--- config.mk ---
export PLATFORM = sky130hd
export DESIGN_NAME = typed_record_text_section_finder
export DESIGN_NICKNAME = d
export VERILOG_FILES = /design/src/rtl/trsf_pkg.sv /design/src/rtl/trsf_cfg.sv /design/src/rtl/trsf_parse.sv /design/src/rtl/trsf_out.sv /design/src/rtl/typed_record_text_section_finder.sv
export SDC_FILE = /design/constraint.sdc
export NUM_CORES = 2
export LEC_CHECK = 0
export ABC_AREA = 1
export BUFFER_PORTS_ARGS = -buffer_cell sky130_fd_sc_hd__clkbuf_2
export CAP_MARGIN = 20
export CORE_MARGIN = 5
export CORE_UTILIZATION = 45
export DETAILED_ROUTE_END_ITERATION = 7
export GPL_TIMING_DRIVEN = 0
export HOLD_SLACK_MARGIN = 0.06
export SLEW_MARGIN = 15
export SYNTH_ARGS = -nofsm -noshare
export SYNTH_HDL_FRONTEND = slang
export SYNTH_SLANG_ARGS = --single-unit
--- constraint.sdc ---
create_clock -name clk_i -period 11.04 [get_ports clk_i]
set_input_delay 2.208 -clock clk_i [delete_from_list [all_inputs] [get_ports clk_i]]
set_output_delay 2.208 -clock clk_i [all_outputs]
set_load 0.02 [all_outputs]
--- src/rtl/trsf_pkg.sv ---
package trsf_pkg;

  // Widest value that a byte offset or a length can take.
  localparam logic [31:0] POS_MAX = 32'hFFFF_FFFF;

  // Largest number of section types that configuration can name.
  localparam int unsigned MAX_SEQ_TYPES = 8;

  // Number of bytes in a little-endian length field.
  localparam int unsigned LEN_FIELD_BYTES = 4;

  // Configuration register indexes.
  localparam logic CFG_SEQ_TYPES  = 1'b0;
  localparam logic CFG_SEQ_LENGTH = 1'b1;

  // Section type characters.
  localparam logic [7:0] CHR_NUL = 8'h00;
  localparam logic [7:0] CHR_M   = 8'h6d;
  localparam logic [7:0] CHR_T   = 8'h74;
  localparam logic [7:0] CHR_Y   = 8'h79;
  localparam logic [7:0] CHR_L   = 8'h6c;
  localparam logic [7:0] CHR_G   = 8'h67;
  localparam logic [7:0] CHR_X   = 8'h78;
  localparam logic [7:0] CHR_K   = 8'h6b;
  localparam logic [7:0] CHR_H   = 8'h68;
  localparam logic [7:0] CHR_UW  = 8'h57;
  localparam logic [7:0] CHR_UP  = 8'h50;
  localparam logic [7:0] CHR_UA  = 8'h41;
  localparam logic [7:0] CHR_UZ  = 8'h5a;

  // Parser phases.
  typedef enum logic [2:0] {
    PH_TYPE,
    PH_LEN_TEXT,
    PH_LEN_SKIP,
    PH_SKIP_LEN,
    PH_SKIP_NUL,
    PH_FOUND,
    PH_FAIL
  } phase_e;

  // Effective type sequence as seen by the parser.
  typedef struct packed {
    logic [3:0]  count;
    logic [63:0] types;
  } seq_cfg_t;

  // One result transaction.
  typedef struct packed {
    logic [31:0] start;
    logic [31:0] length;
    logic        found;
    logic [7:0]  typ;
  } result_t;

  // Text types that end at the first NUL.
  function automatic logic is_text(logic [7:0] t);
    return (t == CHR_M) || (t == CHR_T) || (t == CHR_Y) || (t == CHR_L) ||
           (t == CHR_G) || (t == CHR_X) || (t == CHR_K);
  endfunction

  // Text types that carry a length field.
  function automatic logic is_sized(logic [7:0] t);
    return (t == CHR_H) || (t == CHR_UW) || (t == CHR_UP);
  endfunction

endpackage

--- src/rtl/trsf_cfg.sv ---
module trsf_cfg (
  input  logic               clk_i,
  input  logic               rst_ni,
  input  logic               cfg_we_i,
  input  logic               cfg_index_i,
  input  logic [63:0]        cfg_data_i,
  output trsf_pkg::seq_cfg_t seq_cfg_o
);

  logic [63:0] seq_types_q;
  logic [3:0]  seq_len_q;
  logic [3:0]  len_lim;
  logic [3:0]  count;

  // Configuration registers.
  always_ff @(posedge clk_i or negedge rst_ni) begin
    if (!rst_ni) begin
      seq_types_q <= '0;
      seq_len_q   <= '0;
    end else if (cfg_we_i) begin
      case (cfg_index_i)
        trsf_pkg::CFG_SEQ_TYPES:  seq_types_q <= cfg_data_i;
        trsf_pkg::CFG_SEQ_LENGTH: seq_len_q   <= cfg_data_i[3:0];
        default: ;
      endcase
    end
  end

  // The sequence is clamped to its maximum and ends at the first zero type.
  always_comb begin
    len_lim = (seq_len_q > 4'(trsf_pkg::MAX_SEQ_TYPES)) ?
              4'(trsf_pkg::MAX_SEQ_TYPES) : seq_len_q;
    count = len_lim;
    for (int i = trsf_pkg::MAX_SEQ_TYPES - 1; i >= 0; i--) begin
      if ((4'(i) < len_lim) && (seq_types_q[8*i +: 8] == trsf_pkg::CHR_NUL)) begin
        count = 4'(i);
      end
    end
  end

  assign seq_cfg_o.count = count;
  assign seq_cfg_o.types = seq_types_q;

endmodule

--- src/rtl/trsf_parse.sv ---
module trsf_parse (
  input  logic               clk_i,
  input  logic               rst_ni,
  input  logic               in_valid_i,
  input  logic [7:0]         data_byte_i,
  input  logic               last_byte_i,
  output logic               in_stall_o,
  input  trsf_pkg::seq_cfg_t seq_cfg_i,
  input  logic               res_ready_i,
  output logic               res_load_o,
  output trsf_pkg::result_t  res_o
);

  // Per-section parse state.
  typedef struct packed {
    trsf_pkg::phase_e phase;
    logic [3:0]       idx;
    logic [31:0]      acc;
    logic [1:0]       cnt;
    logic [31:0]      skip;
    logic [31:0]      start;
    logic [31:0]      limit;
    logic [7:0]       typ;
  } st_t;

  // Input register.
  logic        in_valid_q;
  logic [7:0]  data_q;
  logic        last_q;

  // Record state.
  st_t         st_q;
  logic [31:0] pos_q;
  logic [31:0] nul_pos_q;
  logic        nul_seen_q;
  logic        sent_q;

  // Step logic.
  st_t         st_a;
  st_t         st_b;
  st_t         st_c;
  logic [31:0] pos_inc;
  logic [32:0] lim_sum;
  logic [31:0] acc_or;
  logic        is_nul;
  logic [31:0] nul_pos_n;
  logic        nul_seen_n;
  logic        final_c;
  logic        emit;
  logic        found;
  logic [31:0] end_pos;
  logic [31:0] found_len;
  logic        accept;
  logic        fire;

  // Open a section of type t whose data starts at the given offset.
  function automatic st_t begin_f(st_t s, logic [7:0] t, logic [31:0] start);
    st_t r;
    r     = s;
    r.acc = '0;
    r.cnt = '0;
    if (trsf_pkg::is_text(t)) begin
      r.typ   = t;
      r.start = start;
      r.limit = trsf_pkg::POS_MAX;
      r.phase = trsf_pkg::PH_FOUND;
    end else if (trsf_pkg::is_sized(t)) begin
      r.typ   = t;
      r.phase = trsf_pkg::PH_LEN_TEXT;
    end else if ((t >= trsf_pkg::CHR_UA) && (t <= trsf_pkg::CHR_UZ)) begin
      r.phase = trsf_pkg::PH_LEN_SKIP;
    end else begin
      r.phase = trsf_pkg::PH_SKIP_NUL;
    end
    return r;
  endfunction

  // A skipped section is over: wait for the next type.
  function automatic st_t done_f(st_t s);
    st_t r;
    r       = s;
    r.phase = trsf_pkg::PH_TYPE;
    if (s.idx != 4'hF) begin
      r.idx = s.idx + 4'd1;
    end
    return r;
  endfunction

  // In sequence mode, take the next type from configuration.
  function automatic st_t resolve_f(st_t s, logic [31:0] pos, trsf_pkg::seq_cfg_t c);
    st_t        r;
    logic [7:0] t;
    r = s;
    t = c.types[{s.idx[2:0], 3'b000} +: 8];
    if ((c.count != 4'd0) && (s.phase == trsf_pkg::PH_TYPE)) begin
      if (s.idx >= c.count) begin
        r.phase = trsf_pkg::PH_FAIL;
      end else if (!trsf_pkg::is_text(t) && !trsf_pkg::is_sized(t) &&
                   ((s.idx + 4'd1) == c.count)) begin
        r.phase = trsf_pkg::PH_FAIL;
      end else begin
        r = begin_f(s, t, pos);
      end
    end
    return r;
  endfunction

  // One record byte: resolve, consume, resolve again.
  always_comb begin
    is_nul  = (data_q == trsf_pkg::CHR_NUL);
    pos_inc = (pos_q == trsf_pkg::POS_MAX) ? pos_q : pos_q + 32'd1;
    acc_or  = '0;
    lim_sum = '0;

    st_a = resolve_f(st_q, pos_q, seq_cfg_i);
    st_b = st_a;
    case (st_a.phase)
      trsf_pkg::PH_TYPE: begin
        st_b = begin_f(st_a, data_q, pos_inc);
      end
      trsf_pkg::PH_LEN_TEXT, trsf_pkg::PH_LEN_SKIP: begin
        acc_or   = st_a.acc | ({24'd0, data_q} << {st_a.cnt, 3'b000});
        st_b.acc = acc_or;
        st_b.cnt = st_a.cnt + 2'd1;
        if (st_a.cnt == 2'(trsf_pkg::LEN_FIELD_BYTES - 1)) begin
          st_b.cnt = '0;
          if (st_a.phase == trsf_pkg::PH_LEN_TEXT) begin
            lim_sum    = {1'b0, pos_inc} + {1'b0, acc_or};
            st_b.start = pos_inc;
            st_b.limit = lim_sum[32] ? trsf_pkg::POS_MAX : lim_sum[31:0];
            st_b.phase = trsf_pkg::PH_FOUND;
          end else if (acc_or == 32'd0) begin
            st_b = done_f(st_b);
          end else begin
            st_b.skip  = acc_or;
            st_b.phase = trsf_pkg::PH_SKIP_LEN;
          end
        end
      end
      trsf_pkg::PH_SKIP_LEN: begin
        if (st_a.skip != 32'd0) begin
          st_b.skip = st_a.skip - 32'd1;
        end
        if (st_a.skip <= 32'd1) begin
          st_b = done_f(st_b);
        end
      end
      trsf_pkg::PH_SKIP_NUL: begin
        if (is_nul) begin
          st_b = done_f(st_a);
        end
      end
      trsf_pkg::PH_FOUND: begin
        // Cut the chosen section at its first NUL.
        if ((st_a.cnt == 2'd0) && is_nul && (pos_q >= st_a.start) &&
            (pos_q < st_a.limit)) begin
          st_b.limit = pos_q;
          st_b.cnt   = 2'd1;
        end
      end
      default: ;
    endcase
    st_c = resolve_f(st_b, pos_inc, seq_cfg_i);

    // First NUL of the whole record.
    nul_seen_n = nul_seen_q | is_nul;
    nul_pos_n  = (is_nul && !nul_seen_q) ? pos_q : nul_pos_q;

    // Final once cut or fully passed, or on FAIL once a NUL is seen.
    if (st_c.phase == trsf_pkg::PH_FOUND) begin
      final_c = (st_c.cnt == 2'd1) ||
                (!trsf_pkg::is_text(st_c.typ) && (st_c.limit <= pos_inc));
    end else begin
      final_c = (st_c.phase == trsf_pkg::PH_FAIL) && nul_seen_n;
    end
    emit = !sent_q && (last_q || final_c);

    // A middle text section with no NUL falls back to the whole record.
    found = (st_c.phase == trsf_pkg::PH_FOUND) &&
            !((seq_cfg_i.count != 4'd0) && trsf_pkg::is_text(st_c.typ) &&
              (({1'b0, st_c.idx} + 5'd1) < {1'b0, seq_cfg_i.count}) &&
              (st_c.cnt == 2'd0));
    end_pos   = (st_c.limit < pos_inc) ? st_c.limit : pos_inc;
    found_len = (end_pos > st_c.start) ? end_pos - st_c.start : 32'd0;

    if (found) begin
      res_o.start  = st_c.start;
      res_o.length = found_len;
      res_o.found  = 1'b1;
      res_o.typ    = st_c.typ;
    end else begin
      res_o.start  = '0;
      res_o.length = nul_seen_n ? nul_pos_n : pos_inc;
      res_o.found  = 1'b0;
      res_o.typ    = '0;
    end
  end

  // A byte steps unless its result finds the output register still full.
  assign fire       = in_valid_q && (!emit || res_ready_i);
  assign res_load_o = fire && emit;
  assign in_stall_o = in_valid_q && !fire;
  assign accept     = in_valid_i && !in_stall_o;

  // Input register.
  always_ff @(posedge clk_i or negedge rst_ni) begin
    if (!rst_ni) begin
      in_valid_q <= 1'b0;
    end else if (accept) begin
      in_valid_q <= 1'b1;
    end else if (fire) begin
      in_valid_q <= 1'b0;
    end
  end

  always_ff @(posedge clk_i) begin
    if (accept) begin
      data_q <= data_byte_i;
      last_q <= last_byte_i;
    end
  end

  // Record state; the last byte of a record returns everything to zero.
  always_ff @(posedge clk_i or negedge rst_ni) begin
    if (!rst_ni) begin
      st_q       <= '0;
      pos_q      <= '0;
      nul_pos_q  <= '0;
      nul_seen_q <= 1'b0;
      sent_q     <= 1'b0;
    end else if (fire) begin
      if (last_q) begin
        st_q       <= '0;
        pos_q      <= '0;
        nul_pos_q  <= '0;
        nul_seen_q <= 1'b0;
        sent_q     <= 1'b0;
      end else begin
        st_q       <= st_c;
        pos_q      <= pos_inc;
        nul_pos_q  <= nul_pos_n;
        nul_seen_q <= nul_seen_n;
        sent_q     <= sent_q | emit;
      end
    end
  end

endmodule

--- src/rtl/trsf_out.sv ---
module trsf_out (
  input  logic              clk_i,
  input  logic              rst_ni,
  input  logic              res_load_i,
  input  trsf_pkg::result_t res_i,
  output logic              res_ready_o,
  output logic              out_valid_o,
  input  logic              out_stall_i,
  output logic [31:0]       section_start_o,
  output logic [31:0]       section_length_o,
  output logic              section_found_o,
  output logic [7:0]        section_type_o
);

  logic              out_valid_q;
  trsf_pkg::result_t res_q;

  // The register can take a new result when it is empty or being emptied.
  assign res_ready_o = !out_valid_q || !out_stall_i;

  always_ff @(posedge clk_i or negedge rst_ni) begin
    if (!rst_ni) begin
      out_valid_q <= 1'b0;
    end else if (res_load_i) begin
      out_valid_q <= 1'b1;
    end else if (!out_stall_i) begin
      out_valid_q <= 1'b0;
    end
  end

  always_ff @(posedge clk_i) begin
    if (res_load_i) begin
      res_q <= res_i;
    end
  end

  assign out_valid_o      = out_valid_q;
  assign section_start_o  = res_q.start;
  assign section_length_o = res_q.length;
  assign section_found_o  = res_q.found;
  assign section_type_o   = res_q.typ;

endmodule

--- src/rtl/typed_record_text_section_finder.sv ---
// Each byte passes the input register; a result it settles then loads the result register.
// Throughput: one record byte per cycle; a byte waits only when it settles a result
// while the single output register still holds an earlier, stalled result.
// At most one result per record, given when the section is settled or on the last byte.
// Reset (asynchronous, active low) clears the parser, both registers of the pipeline
// and the configuration, which then selects mixed mode.
module typed_record_text_section_finder (
  input  logic        clk_i,
  input  logic        rst_ni,
  input  logic        cfg_we_i,
  input  logic        cfg_index_i,
  input  logic [63:0] cfg_data_i,
  input  logic        in_valid_i,
  output logic        in_stall_o,
  input  logic [7:0]  data_byte_i,
  input  logic        last_byte_i,
  output logic        out_valid_o,
  input  logic        out_stall_i,
  output logic [31:0] section_start_o,
  output logic [31:0] section_length_o,
  output logic        section_found_o,
  output logic [7:0]  section_type_o
);

  trsf_pkg::seq_cfg_t seq_cfg;
  trsf_pkg::result_t  res;
  logic               res_load;
  logic               res_ready;

  // Configuration registers and the effective type sequence.
  trsf_cfg u_cfg (
    .clk_i      (clk_i),
    .rst_ni     (rst_ni),
    .cfg_we_i   (cfg_we_i),
    .cfg_index_i(cfg_index_i),
    .cfg_data_i (cfg_data_i),
    .seq_cfg_o  (seq_cfg)
  );

  // Input register and the byte parser.
  trsf_parse u_parse (
    .clk_i      (clk_i),
    .rst_ni     (rst_ni),
    .in_valid_i (in_valid_i),
    .data_byte_i(data_byte_i),
    .last_byte_i(last_byte_i),
    .in_stall_o (in_stall_o),
    .seq_cfg_i  (seq_cfg),
    .res_ready_i(res_ready),
    .res_load_o (res_load),
    .res_o      (res)
  );

  // Result register.
  trsf_out u_out (
    .clk_i           (clk_i),
    .rst_ni          (rst_ni),
    .res_load_i      (res_load),
    .res_i           (res),
    .res_ready_o     (res_ready),
    .out_valid_o     (out_valid_o),
    .out_stall_i     (out_stall_i),
    .section_start_o (section_start_o),
    .section_length_o(section_length_o),
    .section_found_o (section_found_o),
    .section_type_o  (section_type_o)
  );

endmodule
# Word level (Yosys, flattened, before mapping)
# Cells that the tools add are included.
# word_totals
register_bits	363
word_cells	285
output_inout_bits	75
# op_classes
bitwise	4
n_lt_le_gt_ge	24
n_eq_ne	51
shifts	3
reduce_logical	100
n_mux	72
addsub	9
# ops
operator	n
$mux 145	6
$mux 138	4
$mux 32	11
$eq 8x7->1 const B	37
$mux 64	4
$pmux 64 s4	1
$pmux 32 s5	1
$pmux 39 s4	1
$shiftx 64x7->8	2
$logic_not 8->1	9
$mux 70	1
$lt 32x32->1	2
$mux 8	6
$mux 3	14
$mux 41	1
$mux 4	10
$mux 38	1
$logic_or 1x1->1	34
$add 32x32->33	1
$add 32x1->32 const B	1
$eq 32x32->1 const B	1
$ge 32x32->1	1
$gt 32x32->1	1
$le 32x1->1 const B	1
40 further kinds	112

# Longest topological paths before layout
# depth
depth_word	59
ltp_mapped	101
ltp_nobuf	100

# Modules after synthesis
# Synthesis repeated with hierarchy kept, for this count alone.
# unflattened
hier_cells	4386
hier_area_um2	30152.7
# modules_own_cells
module	cells_per_inst	area_each_um2	n_inst
trsf_parse	4012	24907.6	1
trsf_cfg	297	3011.6	1
trsf_out	77	2233.4	1

# Worst setup path before layout
# No wires, ideal clock.
# synth_timing
path_type	register to register
from	reg u_cfg.seq_len_q[2]
to	reg u_out.res_q, in the netlist u_out.section_found_o (enable)
required_ns	10.535
t_arrival_ns	11.278
path_stages_with_launch	68
path_buffers	4
slack_ns	-0.743
path_cell_list	dfrtp_1 -> nor2_4 -> inv_1 -> nand3_1 -> nor2_1 -> a21oi_1 -> nand2_1 -> nand2_1 -> nand2_1 -> nand2_1 -> inv_1 -> ha_1 -> inv_1 -> a21boi_0 -> o21a_1 -> o21ai_0 -> nand2_1 -> nor2_4 -> (+32 left out) -> ha_1 -> nand2_1 -> nor2_1 -> inv_1 -> nor4_1 -> inv_1 -> nor4_1 -> a21oi_1 -> inv_1 -> nand2_1 -> nand2_1 -> nand2_1 -> nand2_2 -> nand2_4 -> nand2_8 -> nand2_8 -> clkbuf_2 -> nor2_1
# synth_via
elab_chain_cells	55
word_cells_on_any_way	144
classes_between	add/sub (3); order compare (17); eq/ne (28); shift (2); mux (44); bitwise (1); reduce/logical (49)
# synth_rtl
element	line_no	text
from (decl)	trsf_cfg.sv:11	logic [3:0] seq_len_q;
from (signal assigned)	trsf_cfg.sv:23	trsf_pkg::CFG_SEQ_LENGTH: seq_len_q <= cfg_data_i[3:0];
$gt 4x4->1	trsf_cfg.sv:31	len_lim = (seq_len_q > 4'(trsf_pkg::MAX_SEQ_TYPES)) ?
$mux 4 (*)	trsf_cfg.sv:31	
$lt 3x4->1	trsf_cfg.sv:35	if ((4'(i) < len_lim) && (seq_types_q[8*i +: 8] == trsf_pkg::CHR_NUL)) begin
$logic_and 1x1->1	trsf_cfg.sv:35	
$mux 4 (7 in series)	trsf_cfg.sv:35	
$mux 4 (*)	trsf_cfg.sv:35	
$eq 4x4->1	trsf_parse.sv:99	((s.idx + 4'd1) == c.count)) begin
$logic_and 1x1->1	trsf_parse.sv:98	end else if (!trsf_pkg::is_text(t) && !trsf_pkg::is_sized(t) &&
(+34 left out)	--	
$mux 1 (*)	trsf_parse.sv:170	if (st_c.phase == trsf_pkg::PH_FOUND) begin
$logic_or 1x1->1 (*)	trsf_parse.sv:176	emit = !sent_q && (last_q || final_c);
$logic_and 1x1->1 (*)	trsf_parse.sv:176	
$logic_not 1->1	trsf_parse.sv:200	assign fire = in_valid_q && (!emit || res_ready_i);
$logic_or 1x1->1	trsf_parse.sv:200	
$logic_and 1x1->1	trsf_parse.sv:200	
$logic_and 1x1->1 (*)	trsf_parse.sv:201	assign res_load_o = fire && emit;
net res_load	typed_record_text_section_finder.sv:27	logic res_load;
to (signal assigned)	trsf_out.sv:33	res_q <= res_i;
to (decl)	trsf_out.sv:16	trsf_pkg::result_t res_q;
# Mark *: on every way through the listed nets, which the timed path passes.
# A chain may end at the register's enable or synchronous reset.

==> results.md <==
* Vias per cell at 5.82
* M1 WL at 53.2 mm
* Critical path peak fanout at 9
* Synth Warn # at 0
* Worst-Margin Slew at 1.23 ns
* Share of layout cells above drive strength 1 at 0.252
* DRC viols at 0
* Final ANT Viol Nets at 0
* Uppermost layer routed: met4
* Metal3 WL at 8.76 mm
* Tmin final at between 10 and 15 ns
* Yosys reg bits at between 300 and 400
* Worst Skew at about 0.041 ns
* Final #Nets at 5050
* Critical path's slowest cell: dfrtp_1
* CP max stage delay at roughly 0.46 ns
* DR iter-0 viols at between 3000 and 4000
* DP HPWL at 102 mm
* Final worst slack at -1.16 ns
* WP data arrival at around 13 ns
* Synthesis-to-finish area growth at 24.2%
* Reg2reg start: u_parse.pos_q[27]$_DFFE_PN0N_
* IO buf count at 153
* Post-Syn Instances at about 4300
* Detailed Route WL at between 100 and 150 mm
* First-pass GRT wire length at 195 mm
* RR Endpoint: u_out.section_length_o[31]$_DFFE_PP_
* Overall Global Routing Usage at 0.345
* Fill cells at 6485
* Worst-case clock buffer depth at 3
* Commonest non-fill, non-tap cell in the layout: nand2_1
* Mean post-synth cell area at a little over 7 um^2
* Die ar. at 0.0738 mm^2
* Pre-CTS setup slack at -4.57 ns
* Max-capacitance violation count at 0
* Cts hold-fix bufs at 0
* Fmax at 0.0820 GHz
* Worst min path class: reg2reg
* Outcome: complete, but fails checks
* H-tree levels at 2
* Failing checks: negative setup slack
* Post-synth EDFFs at 82
* Clk_lat worst skew at 0.62 ns
* Initial Util at 0.451
* Post-synth cell types at 70
* Util after Layout at 0.560
* Die X at ~270 um
* Initial antenna violation count at 0
* Sequential fraction of the synthesis area at 0.308
* Min-delay src: u_parse.st_q[130]$_DFFE_PN0N_
* Hold Path Depth at 2
* Clock transition at the registers of the reported paths at 0.06 ns
* Die Y at 272 um
* Grt total ovfl at 0
* Synth Cell Area at 0.0308 mm^2
* Largest net degree at the start of global routing at 88
* Ys flop type: dfrtp_1
* Cell total after placement at 5389
* Final worst-path cycle share at 1.10
* WP data required at ~11 ns
* Unrepaired setup endpoints after global routing: true
* FFs w/ async S/R, synth at 0.774
* Non-Filler Instances at about 5700
* Via count at 33219
* Final Hold Viols at 0
* Most frequent cells in the layout: 1028 x nand2_1, 424 x nor2_1, 331 x inv_1, 287 x o21ai_0, 270 x dfrtp_1
* Sink Count at 363
* Type of origin of the critical path: flip-flop
* Row Count at 96
* Met2 WL at 61.4 mm
* CTS tree: yes
* Worst Hold Endpoint: u_parse.st_q[130]$_DFFE_PN0N_
* Crit path kind: reg2reg
* DR WL/cell at 23.4 um
* Slew HR at 0.175
* Syn Nets at between 4000 and 5000
* Flop-to-flop setup slack at -1.16 ns
* Capturing element type of the critical path: flip-flop
* Cts bufs inserted at 45
* I/O Pins at 154
* Final setup TNS at -31.50 ns
* Detailed Routing Iterations Pass 1 at 6
* Floorplan core area at a little under 0.07 mm^2
* Final setup fails at 33
* Worst reg2reg path depth at 82
* Vias in the first global route at 31615
* Pins Over Slew Limit at 0
* Root Driver: clkbuf_16
* RD Place Congestion at 0.970
==> routing by layer <==
layer,up-vias,GRT usage
met5,-,0
met4,0,0.212
met3,395,0.0497
met2,1497,0.574
met1,15725,0.424
li1,15602,-
==> cell families after synthesis <==
kind of cell	count (synthesis)	synth area share
compound gates	998	0.201
xor+xnor	83	0.0236
fa+ha+maj	178	0.0727
buf+inv	610	0.0899
flops	363	0.308
mux	45	0.0161
simple gates	2071	0.288
==> worst max-delay path by stage <==
stage	startpoint	end	slack [ns]
2_1_floorplan	u_cfg.seq_len_q[3]$_DFFE_PN0P_	u_out.section_length_o[29]$_DFFE_PP_	0.002
3_3_place_gp	u_cfg.seq_types_q[61]$_DFFE_PN0P_	u_out.section_length_o[22]$_DFFE_PP_	-4.57
3_5_place_dp	u_cfg.seq_types_q[62]$_DFFE_PN0P_	u_out.section_length_o[6]$_DFFE_PP_	-4.57
4_1_cts	u_cfg.seq_types_q[61]$_DFFE_PN0P_	u_out.section_length_o[29]$_DFFE_PP_	-1.30
5_1_grt	u_cfg.seq_len_q[1]$_DFFE_PN0P_	u_out.section_length_o[31]$_DFFE_PP_	-1.79
6_report	u_parse.pos_q[27]$_DFFE_PN0N_	u_out.section_length_o[31]$_DFFE_PP_	-1.16
==> final cells by class <==
type	count	area, um^2	share of cell area
Inverter	373	1440	0.0377
Antenna cell	1	2.50	0.0000654
Tap cell	882	1100	0.0289
Buffer	236	1610	0.0420
Timing Repair Buffer	400	2980	0.0778
Sequential cell	363	9510	0.249
Multi-Input combinational cell	3375	20000	0.523
Clock buffer	67	1330	0.0348
Clock inverter	15	269	0.00704
==> registers in the layout, indices dropped and copies added, names as in the netlist <==
signal	flops
u_parse.sent_q	1
u_out.section_length_o	32
u_parse.in_valid_q	1
u_parse.data_q	8
u_parse.nul_seen_q	1
u_parse.last_q	1
u_cfg.seq_types_q	64
u_parse.st_q	145
u_out.section_found_o	1
u_out.section_type_o	8
u_parse.nul_pos_q	32
u_parse.pos_q	32
u_cfg.seq_len_q	4
u_out.out_valid_o	1
u_out.section_start_o	32
==> metrics by stage <==
step | hold WS, ns | area (um^2)
floorplan | 0.447 | 30900
global route | 0.493 | 38200
global placement | 0.466 | 32800
detailed placement | 0.468 | 32900
CTS | 0.482 | 36800
finish | 0.480 | 38200
==> worst max-delay path: cells and delay by family, from the launching register on <==
family	cells	cell delay [ns]
and+or+nand+nor	34	4.10
AOI/OAI and AO/OA	28	4.08
buffers and inverters	15	1.80
adders and majority gates	4	1.13
DFF	1	0.46
xor gates and xnor gates	1	0.42
==> repair_timing <==
item,in CTS,in global routing
gates cloned,5,1
buffers inserted,159,87
gates resized for setup,269,209
pin swaps,107,142
setup endpoints to repair,328,106
==> synthesized netlist by cell type (all sizes together) (10+ instances only) <==
library cell  count  area share
nand2          1161        0.15
o21ai           520        0.10
nor2            460       0.058
inv             366       0.045
dfrtp           281        0.23
a21oi           261       0.043
nand3           221       0.038
ha              175       0.071
clkbuf          138       0.017
buf              98       0.027
nand4            94       0.019
edfxtp           82       0.080
xor2             61       0.017
or2              60       0.012
o211ai           44       0.011
nor3             42      0.0068
mux2             37       0.014
o221ai           34      0.0097
a31oi            27      0.0057
o22ai            24      0.0049
xnor2            22      0.0063
a211oi           17      0.0041
o31ai            17      0.0041
nand3b           12      0.0029
nor4             11      0.0022
a22oi            10      0.0024
Power is left out: the tool's default activity adds up to more than one toggle a clock period on the data nets, which glitch-free logic cannot reach.
